`config.mk`:
```
export PLATFORM = sky130hd
export DESIGN_NAME = led_pattern_sequencer_unit
export DESIGN_NICKNAME = d
export VERILOG_FILES = /design/src/design/lps_pkg.sv /design/src/design/lps_core.sv /design/src/design/lps_outbuf.sv /design/src/design/led_pattern_sequencer_unit.sv
export SDC_FILE = /design/constraint.sdc
export NUM_CORES = 1
export LEC_CHECK = 0
export BUFFER_PORTS_ARGS = -buffer_cell sky130_fd_sc_hd__buf_2
export CORE_UTILIZATION = 50
export DETAILED_ROUTE_END_ITERATION = 8
export PLACE_DENSITY = 0.67
export SETUP_SLACK_MARGIN = 0.15
export SLEW_MARGIN = 20
export SYNTH_ARGS = -nofsm -noshare
export SYNTH_HDL_FRONTEND = slang
export SYNTH_SLANG_ARGS = --single-unit
```
`constraint.sdc`:
```
create_clock -name clk_i -period 17 [get_ports clk_i]
set_input_delay 0.85 -clock clk_i [delete_from_list [all_inputs] [get_ports clk_i]]
set_output_delay 0.85 -clock clk_i [all_outputs]
set_load 0.005 [all_outputs]
```
`src/design/lps_pkg.sv`:
```
`timescale 1ns / 1ps

package lps_pkg;

  // mode codes, also shown on active_mode
  localparam logic [3:0] MODE_BIN_UP  = 4'd0;
  localparam logic [3:0] MODE_BIN_DN  = 4'd1;
  localparam logic [3:0] MODE_GRAY_UP = 4'd2;
  localparam logic [3:0] MODE_GRAY_DN = 4'd3;
  localparam logic [3:0] MODE_BCD_UP  = 4'd4;
  localparam logic [3:0] MODE_BCD_DN  = 4'd5;
  localparam logic [3:0] MODE_SNAKE   = 4'd6;
  localparam logic [3:0] MODE_FILL    = 4'd7;
  localparam logic [3:0] MODE_LFSR    = 4'd8;

  localparam logic [7:0] LFSR_TAPS_RST = 8'd57;
  localparam logic [3:0] SNAKE_LAST    = 4'd10;
  localparam logic [7:0] BCD_MAX       = 8'd99;
  localparam logic [7:0] BCD_DN_START  = 8'd100;

  typedef struct packed {
    logic next_pressed;
    logic prev_pressed;
  } lps_in_t;

  typedef struct packed {
    logic [7:0] led_pattern;
    logic [3:0] active_mode;
  } lps_out_t;

  // three-led snake steps
  function automatic logic [7:0] snake_step(input logic [3:0] idx);
    logic [7:0] r;
    unique case (idx)
      4'd0:    r = 8'd7;
      4'd1:    r = 8'd14;
      4'd2:    r = 8'd28;
      4'd3:    r = 8'd56;
      4'd4:    r = 8'd112;
      4'd5:    r = 8'd224;
      4'd6:    r = 8'd112;
      4'd7:    r = 8'd56;
      4'd8:    r = 8'd28;
      4'd9:    r = 8'd14;
      4'd10:   r = 8'd7;
      default: r = 8'd7;
    endcase
    return r;
  endfunction

  // stacked leds already settled at each fill level
  function automatic logic [7:0] fill_base(input logic [2:0] lvl);
    logic [7:0] r;
    unique case (lvl)
      3'd0:    r = 8'd0;
      3'd1:    r = 8'd128;
      3'd2:    r = 8'd192;
      3'd3:    r = 8'd224;
      3'd4:    r = 8'd240;
      3'd5:    r = 8'd248;
      3'd6:    r = 8'd252;
      default: r = 8'd254;
    endcase
    return r;
  endfunction

  function automatic logic [7:0] to_gray(input logic [7:0] v);
    return v ^ (v >> 1);
  endfunction

  // two-digit bcd for 0..99, tens by reciprocal multiply (205/2048)
  function automatic logic [7:0] to_bcd(input logic [7:0] v);
    logic [15:0] prod;
    logic [3:0]  tens;
    logic [7:0]  units;
    prod  = 16'(v) * 16'd205;
    tens  = prod[14:11];
    units = v - 8'(tens) * 8'd10;
    return {tens, units[3:0]};
  endfunction

endpackage

```
`src/design/lps_core.sv`:
```
`timescale 1ns / 1ps

module lps_core
  import lps_pkg::*;
(
  input  logic       clk_i,
  input  logic       rst_ni,
  input  logic       accept_i,
  input  lps_in_t    in_word_i,
  input  logic [7:0] taps_i,
  output lps_out_t   result_o
);

  logic [3:0] mode_q, mode_d;
  logic [7:0] wv_q, wv_d;
  logic [3:0] step_q, step_d;
  logic [2:0] bit_q, bit_d;
  logic       entered_q, entered_d;

  logic [7:0] wv_e;
  logic [3:0] step_e;
  logic [2:0] bit_e;
  logic [7:0] pat;
  logic [7:0] inc, dec, bcd_v;
  logic [3:0] snake_idx;
  logic [2:0] lvl;
  logic [3:0] bi_inc;

  // restart values on mode entry
  always_comb begin
    wv_e   = wv_q;
    step_e = step_q;
    bit_e  = bit_q;
    if (entered_q) begin
      unique case (mode_q)
        MODE_BIN_UP, MODE_GRAY_UP, MODE_BCD_UP: wv_e = 8'd255;
        MODE_BIN_DN, MODE_GRAY_DN:              wv_e = 8'd0;
        MODE_BCD_DN:                            wv_e = BCD_DN_START;
        MODE_SNAKE:                             step_e = 4'd0;
        MODE_FILL: begin
          step_e = 4'd0;
          bit_e  = 3'd0;
        end
        default: ;
      endcase
    end
  end

  assign inc       = wv_e + 8'd1;
  assign dec       = wv_e - 8'd1;
  assign snake_idx = (step_e > SNAKE_LAST) ? 4'd0 : step_e;
  assign lvl       = step_e[2:0];
  assign bi_inc    = {1'b0, bit_e} + 4'd1;

  // pattern and next working state for the current mode
  always_comb begin
    wv_d   = wv_e;
    step_d = step_e;
    bit_d  = bit_e;
    bcd_v  = 8'd0;
    pat    = 8'd0;
    unique case (mode_q)
      MODE_BIN_UP: begin
        wv_d = inc;
        pat  = inc;
      end
      MODE_BIN_DN: begin
        wv_d = dec;
        pat  = dec;
      end
      MODE_GRAY_UP: begin
        wv_d = inc;
        pat  = to_gray(inc);
      end
      MODE_GRAY_DN: begin
        wv_d = dec;
        pat  = to_gray(dec);
      end
      MODE_BCD_UP: begin
        bcd_v = (inc > BCD_MAX) ? 8'd0 : inc;
        pat   = to_bcd(bcd_v);
        wv_d  = (bcd_v >= BCD_MAX) ? 8'd255 : bcd_v;
      end
      MODE_BCD_DN: begin
        bcd_v = ((wv_e == 8'd0) || (wv_e > BCD_DN_START)) ? BCD_MAX : dec;
        pat   = to_bcd(bcd_v);
        wv_d  = (bcd_v == 8'd0) ? BCD_DN_START : bcd_v;
      end
      MODE_SNAKE: begin
        pat    = snake_step(snake_idx);
        wv_d   = pat;
        step_d = (snake_idx >= SNAKE_LAST) ? 4'd0 : snake_idx + 4'd1;
      end
      MODE_FILL: begin
        pat  = fill_base(lvl) | (8'd1 << bit_e);
        wv_d = pat;
        if (bi_inc >= (4'd8 - {1'b0, lvl})) begin
          bit_d  = 3'd0;
          step_d = {1'b0, lvl + 3'd1};
        end else begin
          bit_d  = bi_inc[2:0];
          step_d = {1'b0, lvl};
        end
      end
      default: begin
        wv_d = (wv_e >> 1) ^ (wv_e[0] ? taps_i : 8'd0);
        pat  = wv_d;
      end
    endcase
  end

  // button handling, next wins except both in fill restarts it
  always_comb begin
    mode_d    = mode_q;
    entered_d = 1'b0;
    priority if ((mode_q == MODE_FILL) && in_word_i.next_pressed
                 && in_word_i.prev_pressed) begin
      entered_d = 1'b1;
    end else if (in_word_i.next_pressed) begin
      mode_d    = (mode_q >= MODE_LFSR) ? MODE_BIN_UP : mode_q + 4'd1;
      entered_d = 1'b1;
    end else if (in_word_i.prev_pressed) begin
      mode_d    = ((mode_q == MODE_BIN_UP) || (mode_q > MODE_LFSR)) ? MODE_LFSR
                                                                    : mode_q - 4'd1;
      entered_d = 1'b1;
    end
  end

  assign result_o.led_pattern = pat;
  assign result_o.active_mode = mode_q;

  // sequencer state
  always_ff @(posedge clk_i or negedge rst_ni) begin
    if (!rst_ni) begin
      mode_q    <= MODE_BIN_UP;
      wv_q      <= 8'd1;
      step_q    <= 4'd0;
      bit_q     <= 3'd0;
      entered_q <= 1'b1;
    end else if (accept_i) begin
      mode_q    <= mode_d;
      wv_q      <= wv_d;
      step_q    <= step_d;
      bit_q     <= bit_d;
      entered_q <= entered_d;
    end
  end

endmodule

```
`src/design/lps_outbuf.sv`:
```
`timescale 1ns / 1ps

module lps_outbuf
  import lps_pkg::*;
(
  input  logic     clk_i,
  input  logic     rst_ni,
  input  logic     push_i,
  input  lps_out_t push_word_i,
  output logic     full_o,
  output logic     out_valid_o,
  input  logic     out_stall_i,
  output lps_out_t out_word_o
);

  logic     out_valid_q;
  logic     skid_valid_q;
  lps_out_t out_q;
  lps_out_t skid_q;
  logic     pop;

  assign pop         = out_valid_q && !out_stall_i;
  assign full_o      = skid_valid_q;
  assign out_valid_o = out_valid_q;
  assign out_word_o  = out_q;

  // occupancy of output and skid stages
  always_ff @(posedge clk_i or negedge rst_ni) begin
    if (!rst_ni) begin
      out_valid_q  <= 1'b0;
      skid_valid_q <= 1'b0;
    end else if (pop) begin
      if (skid_valid_q) begin
        skid_valid_q <= 1'b0;
      end else if (!push_i) begin
        out_valid_q <= 1'b0;
      end
    end else if (push_i) begin
      if (out_valid_q) begin
        skid_valid_q <= 1'b1;
      end else begin
        out_valid_q <= 1'b1;
      end
    end
  end

  // word storage
  always_ff @(posedge clk_i) begin
    if (pop) begin
      if (skid_valid_q) begin
        out_q <= skid_q;
      end else if (push_i) begin
        out_q <= push_word_i;
      end
    end else if (push_i) begin
      if (out_valid_q) begin
        skid_q <= push_word_i;
      end else begin
        out_q <= push_word_i;
      end
    end
  end

endmodule

```
`src/design/led_pattern_sequencer_unit.sv`:
```
`timescale 1ns / 1ps
// a result word is registered in the output stage, or in the skid stage while stalled
// throughput: one word per cycle while the output buffer is not full
// a two-word output buffer keeps input flowing while one result is stalled
// reset (rst_ni low, asynchronous) starts in binary up mode with taps 57
// config writes are always ready and take effect on the next word

module led_pattern_sequencer_unit
  import lps_pkg::*;
(
  input  logic       clk_i,
  input  logic       rst_ni,
  input  logic       in_valid_i,
  output logic       in_stall_o,
  input  lps_in_t    in_word_i,
  output logic       out_valid_o,
  input  logic       out_stall_i,
  output lps_out_t   out_word_o,
  input  logic       cfg_valid_i,
  output logic       cfg_ready_o,
  input  logic [7:0] cfg_data_i
);

  logic     [7:0] taps_q;
  logic           accept;
  logic           full;
  lps_out_t       result;

  assign cfg_ready_o = 1'b1;
  assign in_stall_o  = full;
  assign accept      = in_valid_i && !full;

  // lfsr tap mask register
  always_ff @(posedge clk_i or negedge rst_ni) begin
    if (!rst_ni) begin
      taps_q <= LFSR_TAPS_RST;
    end else if (cfg_valid_i && cfg_ready_o) begin
      taps_q <= cfg_data_i;
    end
  end

  lps_core u_core (
    .clk_i     (clk_i),
    .rst_ni    (rst_ni),
    .accept_i  (accept),
    .in_word_i (in_word_i),
    .taps_i    (taps_q),
    .result_o  (result)
  );

  lps_outbuf u_outbuf (
    .clk_i       (clk_i),
    .rst_ni      (rst_ni),
    .push_i      (accept),
    .push_word_i (result),
    .full_o      (full),
    .out_valid_o (out_valid_o),
    .out_stall_i (out_stall_i),
    .out_word_o  (out_word_o)
  );

endmodule
```
==> results.json, run 1 <==
{
  "initial_core_util": 0.5147,
  "clock_latency_ns": 0.32,
  "synthTopCellsByArea": "sky130_fd_sc_hd__ha_1 20%, sky130_fd_sc_hd__edfxtp_1 9.2%, sky130_fd_sc_hd__dfrtp_1 7.6%",
  "fmax_ghz": 0.09797,
  "mappedNetlistNets": 1091,
  "synth-seq-cells": 54,
  "worst_setup_path_end_kind": "flip-flop",
  "clock-skew-final_ns": 0.01726,
  "critPathSlowestCell": "sky130_fd_sc_hd__a21o_1",
  "netlist.top_cell.by_area": "sky130_fd_sc_hd__ha_1",
  "relSlewSlack": 0.3484,
  "synth.top_cells.by_count": "124 x sky130_fd_sc_hd__ha_1, 114 x sky130_fd_sc_hd__inv_1, 78 x sky130_fd_sc_hd__nand2_1",
  "first_pass_iters": 5,
  "core.rowCount": 45,
  "outcome": "finished, final reports clean",
  "ys_async_sr_fraction": 0.5556,
  "portBuffers": 28,
  "post_cts_hold_buffer_count": 0,
  "number_of_antenna_violations_at_the_first_check_in_global_routing": 0,
  "path_common_cell": "sky130_fd_sc_hd__ha_1",
  "post_drt_wl_per_cell_um": 18.84,
  "worst_setup_path_category": "reg2reg",
  "post_cts_repair_setup_buffers": 0,
  "ctsHtreeMaxLevel": 2,
  "first_iter_violations": 791,
  "synth.distinct_cells": 91,
  "cp-start-kind": "flip-flop",
  "critPathMaxFanout": 20,
  "final_hold_viol_count": 0,
  "grt_first_pass_wirelength_um": 34770,
  "layout_min_cycle_time_ns": 10.21,
  "synthFlopType": "sky130_fd_sc_hd__edfxtp_1",
  "via_per_inst": 6.127,
  "globalRouteTotalUtil": 0.2753,
  "rsz_0062_raised_after_global_routing": "no",
  "area_growth_syn_to_layout_pct": 4.461,
  "setup-violations-final": 0,
  "cts_inserted_buffers": 5,
  "synth_cells": 929,
  "min_path_type": "reg2reg",
  "drive_gt1_frac": 0.09946,
  "drt_drc_violations_left": 0,
  "final_max_slew_viol_count": 0,
  "clkTransAtPathRegs_ns": 0.07,
  "critPathArrivalTime_ns": 10.27,
  "last_weighted_congestion_value_of_the_routability_driven_placer": 0.9763,
  "hpwl_um": 17010,
  "setup-tns-final_ns": 0,
  "post_synth_design_cell_area_mm2": 0.007854,
  "worstMarginPinSlew_ns": 0.9672,
  "portion_of_the_post_synthesis_area_used_by_sequential_elements": 0.1883,
  "warnings_synthesis": 0,
  "clock-sinks": 54,
  "first_global_vias": 6361,
  "route.vias.total": 6960,
  "synth-edff-count": 24,
  "die_area_mm2": 0.01621,
  "ant_nets": 0,
  "ant_diodes": 0,
  "postLayoutCoreUtil": 0.5377,
  "die_h_um": 127.3,
  "die_w_um": 127.3,
  "synth_top_cell_area_share": 0.1975,
  "max_cap_viol_count": 0,
  "clock_path_buffers": 2,
  "top_level_ports": 30,
  "worst_path_largest_cell_delay_ns": 0.60,
  "grt_remaining_overflow": 0,
  "final_net_count": 1086,
  "core_area_mm2": 0.01526,
  "cts-root-buf": "sky130_fd_sc_hd__clkbuf_16",
  "synthMostInstantiatedCell": "sky130_fd_sc_hd__ha_1",
  "final_min_period_over_clock_period": 0.6004,
  "ctsResizeCount": 0,
  "timing.critical_path.required_ns": 17.06,
  "route.final.wire_length_um": 21400,
  "synthesis.area_per_instance_um2": 8.454,
  "cts_tree": "built",
  "grt_max_degree": 31
}
logic make-up after synthesis:
group           share of synthesized area
flops                              0.1883
compound gates                     0.2484
simple gates                       0.1579
mux                               0.02533
xor+xnor                          0.04062
buf+inv                           0.08284
fa+ha+maj                          0.2562
other cells                     0.0004775
cells in the final DEF (no fill, tap or decap), types with 6 or more instances in the layout:
cell type,synthesis,layout
sky130_fd_sc_hd__dfstp_2,6,6
sky130_fd_sc_hd__xor2_1,10,10
sky130_fd_sc_hd__a221o_1,6,6
sky130_fd_sc_hd__o211ai_1,10,10
sky130_fd_sc_hd__nand2_1,78,78
sky130_fd_sc_hd__nand4_1,12,12
sky130_fd_sc_hd__and3_1,8,8
sky130_fd_sc_hd__fa_1,23,23
sky130_fd_sc_hd__nor2b_1,8,8
sky130_fd_sc_hd__and2_1,8,8
sky130_fd_sc_hd__buf_2,7,28
sky130_fd_sc_hd__a211oi_1,9,9
sky130_fd_sc_hd__mux2_2,15,15
sky130_fd_sc_hd__o21ai_0,46,46
sky130_fd_sc_hd__a21o_1,19,19
sky130_fd_sc_hd__o21a_1,6,6
sky130_fd_sc_hd__a221oi_1,7,7
sky130_fd_sc_hd__nor3_1,21,21
sky130_fd_sc_hd__nand2b_1,6,6
sky130_fd_sc_hd__nor2_1,72,72
sky130_fd_sc_hd__xnor2_1,22,22
sky130_fd_sc_hd__a31oi_1,21,21
sky130_fd_sc_hd__a21oi_1,49,48
sky130_fd_sc_hd__nand3_1,20,20
sky130_fd_sc_hd__dfrtp_1,24,24
sky130_fd_sc_hd__inv_1,114,114
sky130_fd_sc_hd__ha_1,124,124
sky130_fd_sc_hd__edfxtp_1,24,24
sky130_fd_sc_hd__a22oi_1,7,7
sky130_fd_sc_hd__o221ai_1,6,6
final cells by class:
type | instances | area, µm²
fill | 1453 | 7054
tap | 211 | 264.0
sequential | 54 | 1479
clock inverter | 3 | 28.78
clock buffer | 5 | 125.1
inverter | 115 | 431.7
multi-input combinational | 719 | 5728
timing repair buffer | 29 | 147.6
per-layer routing:
| metal | GRT usage | vias to the layer above | share of wire | wire length (µm) |
|---|---|---|---|---|
| met5 | 0 | - | 0 | 0 |
| met4 | 0.07633 | 0 | 0.021 | 460 |
| met3 | 0.04439 | 39 | 0.080 | 1702 |
| met2 | 0.3973 | 294 | 0.42 | 8898 |
| met1 | 0.4192 | 3303 | 0.48 | 10340 |
| li1 | - | 3324 | - | - |
per-stage QoR:
step                      area, µm²  instances  hold slack, ns  setup slack [ns]
after global placement         8046       1128          0.4956             7.184
after CTS                      8200       1136          0.5251             6.943
final                          8204       1136          0.5111             6.793
after detailed placement       8046       1128          0.5081             6.964
after floorplan                7854        929          0.4474             8.339
after global routing           8204       1136          0.5535             5.989
final timing paths:
path | end | depth (start not counted) | slack (ns) | from
setup / recovery | u_outbuf.out_word_o[6] | 37 | 6.79 | u_core.mode_q[0]
max in group asynchronous | u_core.wv_q[5] | 1 | 15.93 | rst_ni
hold reg to reg | u_core.bit_q[1] | 2 | 0.51 | u_core.bit_q[1]
min in group asynchronous | u_core.wv_q[1] | 1 | 0.58 | rst_ni
setup reg to reg | u_outbuf.out_word_o[6] | 37 | 6.79 | u_core.mode_q[0]
hold / removal | u_core.bit_q[1] | 2 | 0.51 | u_core.bit_q[1]
critical path, delay by kind of cell, from the launching register on:
| family | cells | cell delay (ns) |
|---|---|---|
| buf+inv | 4 | 0.42 |
| compound gates | 10 | 2.56 |
| simple gates | 10 | 2.37 |
| flops | 1 | 0.49 |
| fa+ha+maj | 10 | 3.56 |
| xor+xnor | 2 | 0.28 |
| mux | 1 | 0.30 |
registers in the layout, summed over array words and instances, names as in the netlist:
register and cells:
taps_q 8, u_core.bit_q 3, u_core.entered_q 1, u_core.mode_q 4, u_core.step_q 4, u_core.wv_q 8, u_outbuf.full_o 1, u_outbuf.out_valid_o 1
u_outbuf.out_word_o 12, u_outbuf.skid_q 12
Power of run 1 is left out: the tool's default activity adds up to more than one toggle a clock period on the data nets, which glitch-free logic cannot reach.
==> run 2, diff against run 1 <==
clock period = 10.5 ns   (was 17 ns; I/O delays follow)
==> results.json, run 2 (synthesized netlist as in run 1, its figures left out) <==
{
  "relSlewSlack": 0.3464,
  "clkTransAtPathRegs_ns": 0.08,
  "number_of_antenna_violations_at_the_first_check_in_global_routing": 0,
  "post_drt_wl_per_cell_um": 18.95,
  "startpoint": "u_core.mode_q[0]",
  "post_cts_repair_setup_buffers": 0,
  "clock_latency_ns": 0.31,
  "worst_path_largest_cell_delay_ns": 0.53,
  "ant_nets": 0,
  "via_per_inst": 6.179,
  "dpl_worst_slack_ns": 0.5901,
  "critPathArrivalTime_ns": 9.67,
  "n_fill_cell": 1458,
  "outcome": "finished, final reports clean",
  "last_weighted_congestion_value_of_the_routability_driven_placer": 0.9651,
  "route.final.wire_length_um": 21640,
  "cp-start-kind": "flip-flop",
  "most_common_cell_after_layout_fill_and_taps_aside": "sky130_fd_sc_hd__ha_1",
  "core.rowCount": 45,
  "final_net_count": 1092,
  "hpwl_um": 17150,
  "die_h_um": 127.3,
  "reg2reg_from": "u_core.mode_q[0]",
  "initial_core_util": 0.5147,
  "critPathMaxFanout": 13,
  "fmax_ghz": 0.1040,
  "r2r_cells": 38,
  "ctsHtreeMaxLevel": 2,
  "grt_first_pass_wirelength_um": 34550,
  "grt_max_degree": 31,
  "layout_min_cycle_time_ns": 9.614,
  "clock-skew-final_ns": 0.01279,
  "path_common_cell": "sky130_fd_sc_hd__ha_1",
  "ff2ff_setup_slack_ns": 0.89,
  "clock_path_buffers": 2,
  "cts-root-buf": "sky130_fd_sc_hd__clkbuf_16",
  "rsz_0062_raised_after_global_routing": "no",
  "top_level_ports": 30,
  "ctsResizeCount": 0,
  "setup-violations-final": 0,
  "first_iter_violations": 657,
  "die_w_um": 127.3,
  "worstMarginPinSlew_ns": 0.9702,
  "timing.critical_path.required_ns": 10.56,
  "setup-tns-final_ns": 0,
  "final_hold_viol_count": 0,
  "grt_remaining_overflow": 0,
  "cts_tree": "built",
  "clock-sinks": 54,
  "ant_diodes": 0,
  "drive_gt1_frac": 0.1085,
  "area_growth_syn_to_layout_pct": 5.353,
  "critPathSlowestCell": "sky130_fd_sc_hd__fa_1",
  "final_min_period_over_clock_period": 0.9156,
  "final_max_slew_viol_count": 0,
  "globalRouteTotalUtil": 0.2741,
  "worst_setup_path_end_kind": "flip-flop",
  "cts_inserted_buffers": 5,
  "most-common-layout-cells": "124 x sky130_fd_sc_hd__ha_1, 114 x sky130_fd_sc_hd__inv_1, 78 x sky130_fd_sc_hd__nand2_1",
  "setup_slack_ns": 0.8864,
  "core_area_mm2": 0.01526,
  "worst_setup_path_category": "reg2reg",
  "portBuffers": 28,
  "drt_drc_violations_left": 0,
  "post_cts_hold_buffer_count": 0,
  "first_pass_iters": 5,
  "min_path_type": "in2async",
  "die_area_mm2": 0.01621,
  "route.vias.total": 7056,
  "max_cap_viol_count": 0,
  "first_global_vias": 6407
}
## run 2: cell count changes in the layout (fill, tap and decap cells not counted)
cell	change
sky130_fd_sc_hd__a21oi_2	+1
sky130_fd_sc_hd__buf_4	+6
sky130_fd_sc_hd__a21o_4	+1
sky130_fd_sc_hd__o21ai_4	+1
sky130_fd_sc_hd__o21ai_2	-1
sky130_fd_sc_hd__a31oi_1	-1
sky130_fd_sc_hd__a31oi_2	+1
sky130_fd_sc_hd__a21o_1	-1
sky130_fd_sc_hd__a21oi_1	-1
## run 2: worst max-delay path: cells and delay by family (launching register included)
kind | cells | cell delay [ns]
compound gates | 10 | 1.90
fa+ha+maj | 10 | 3.54
buf+inv | 5 | 0.64
xor+xnor | 2 | 0.28
flops | 1 | 0.47
mux | 1 | 0.31
simple gates | 10 | 2.18
## run 2: area by class of cell
cell class              instances  area [µm²]  share of cell area
flip-flops and latches         54        1479              0.1787
inverters                     115       431.7             0.05217
clock inverters                 3       28.78            0.003478
repair buffers                 35       192.7             0.02329
well taps                     211       264.0             0.03191
multi-input cells             719        5753              0.6953
clock buffers                   5       125.1             0.01512
## run 2: final timing paths
check | to
setup / recovery | u_outbuf.out_word_o[6]
hold / removal | u_core.mode_q[1]
setup reg to reg | u_outbuf.out_word_o[6]
hold reg to reg | taps_q[1]
max in group asynchronous | u_core.wv_q[5]
min in group clk_i | taps_q[4]
## run 2: layer usage
metal | routed length [µm] | global-route usage
met1 | 9839 | 0.3951
met2 | 8994 | 0.3995
met3 | 2254 | 0.06533
met4 | 556 | 0.09034
met5 | 0 | 0
## run 2: metrics by stage
stage / util / area [µm²] / cells / hold WS, ns
final: 0.5423 / 8274 / 1142 / 0.2506
after global routing: 0.5423 / 8274 / 1142 / 0.3197
after CTS: 0.5404 / 8245 / 1142 / 0.2848
after detailed placement: 0.5303 / 8092 / 1134 / 0.4977
after global placement: 0.5303 / 8092 / 1134 / 0.4930
after floorplan: - / 7854 / 929 / 0.2294
Power of run 2 is left out for the same reason.
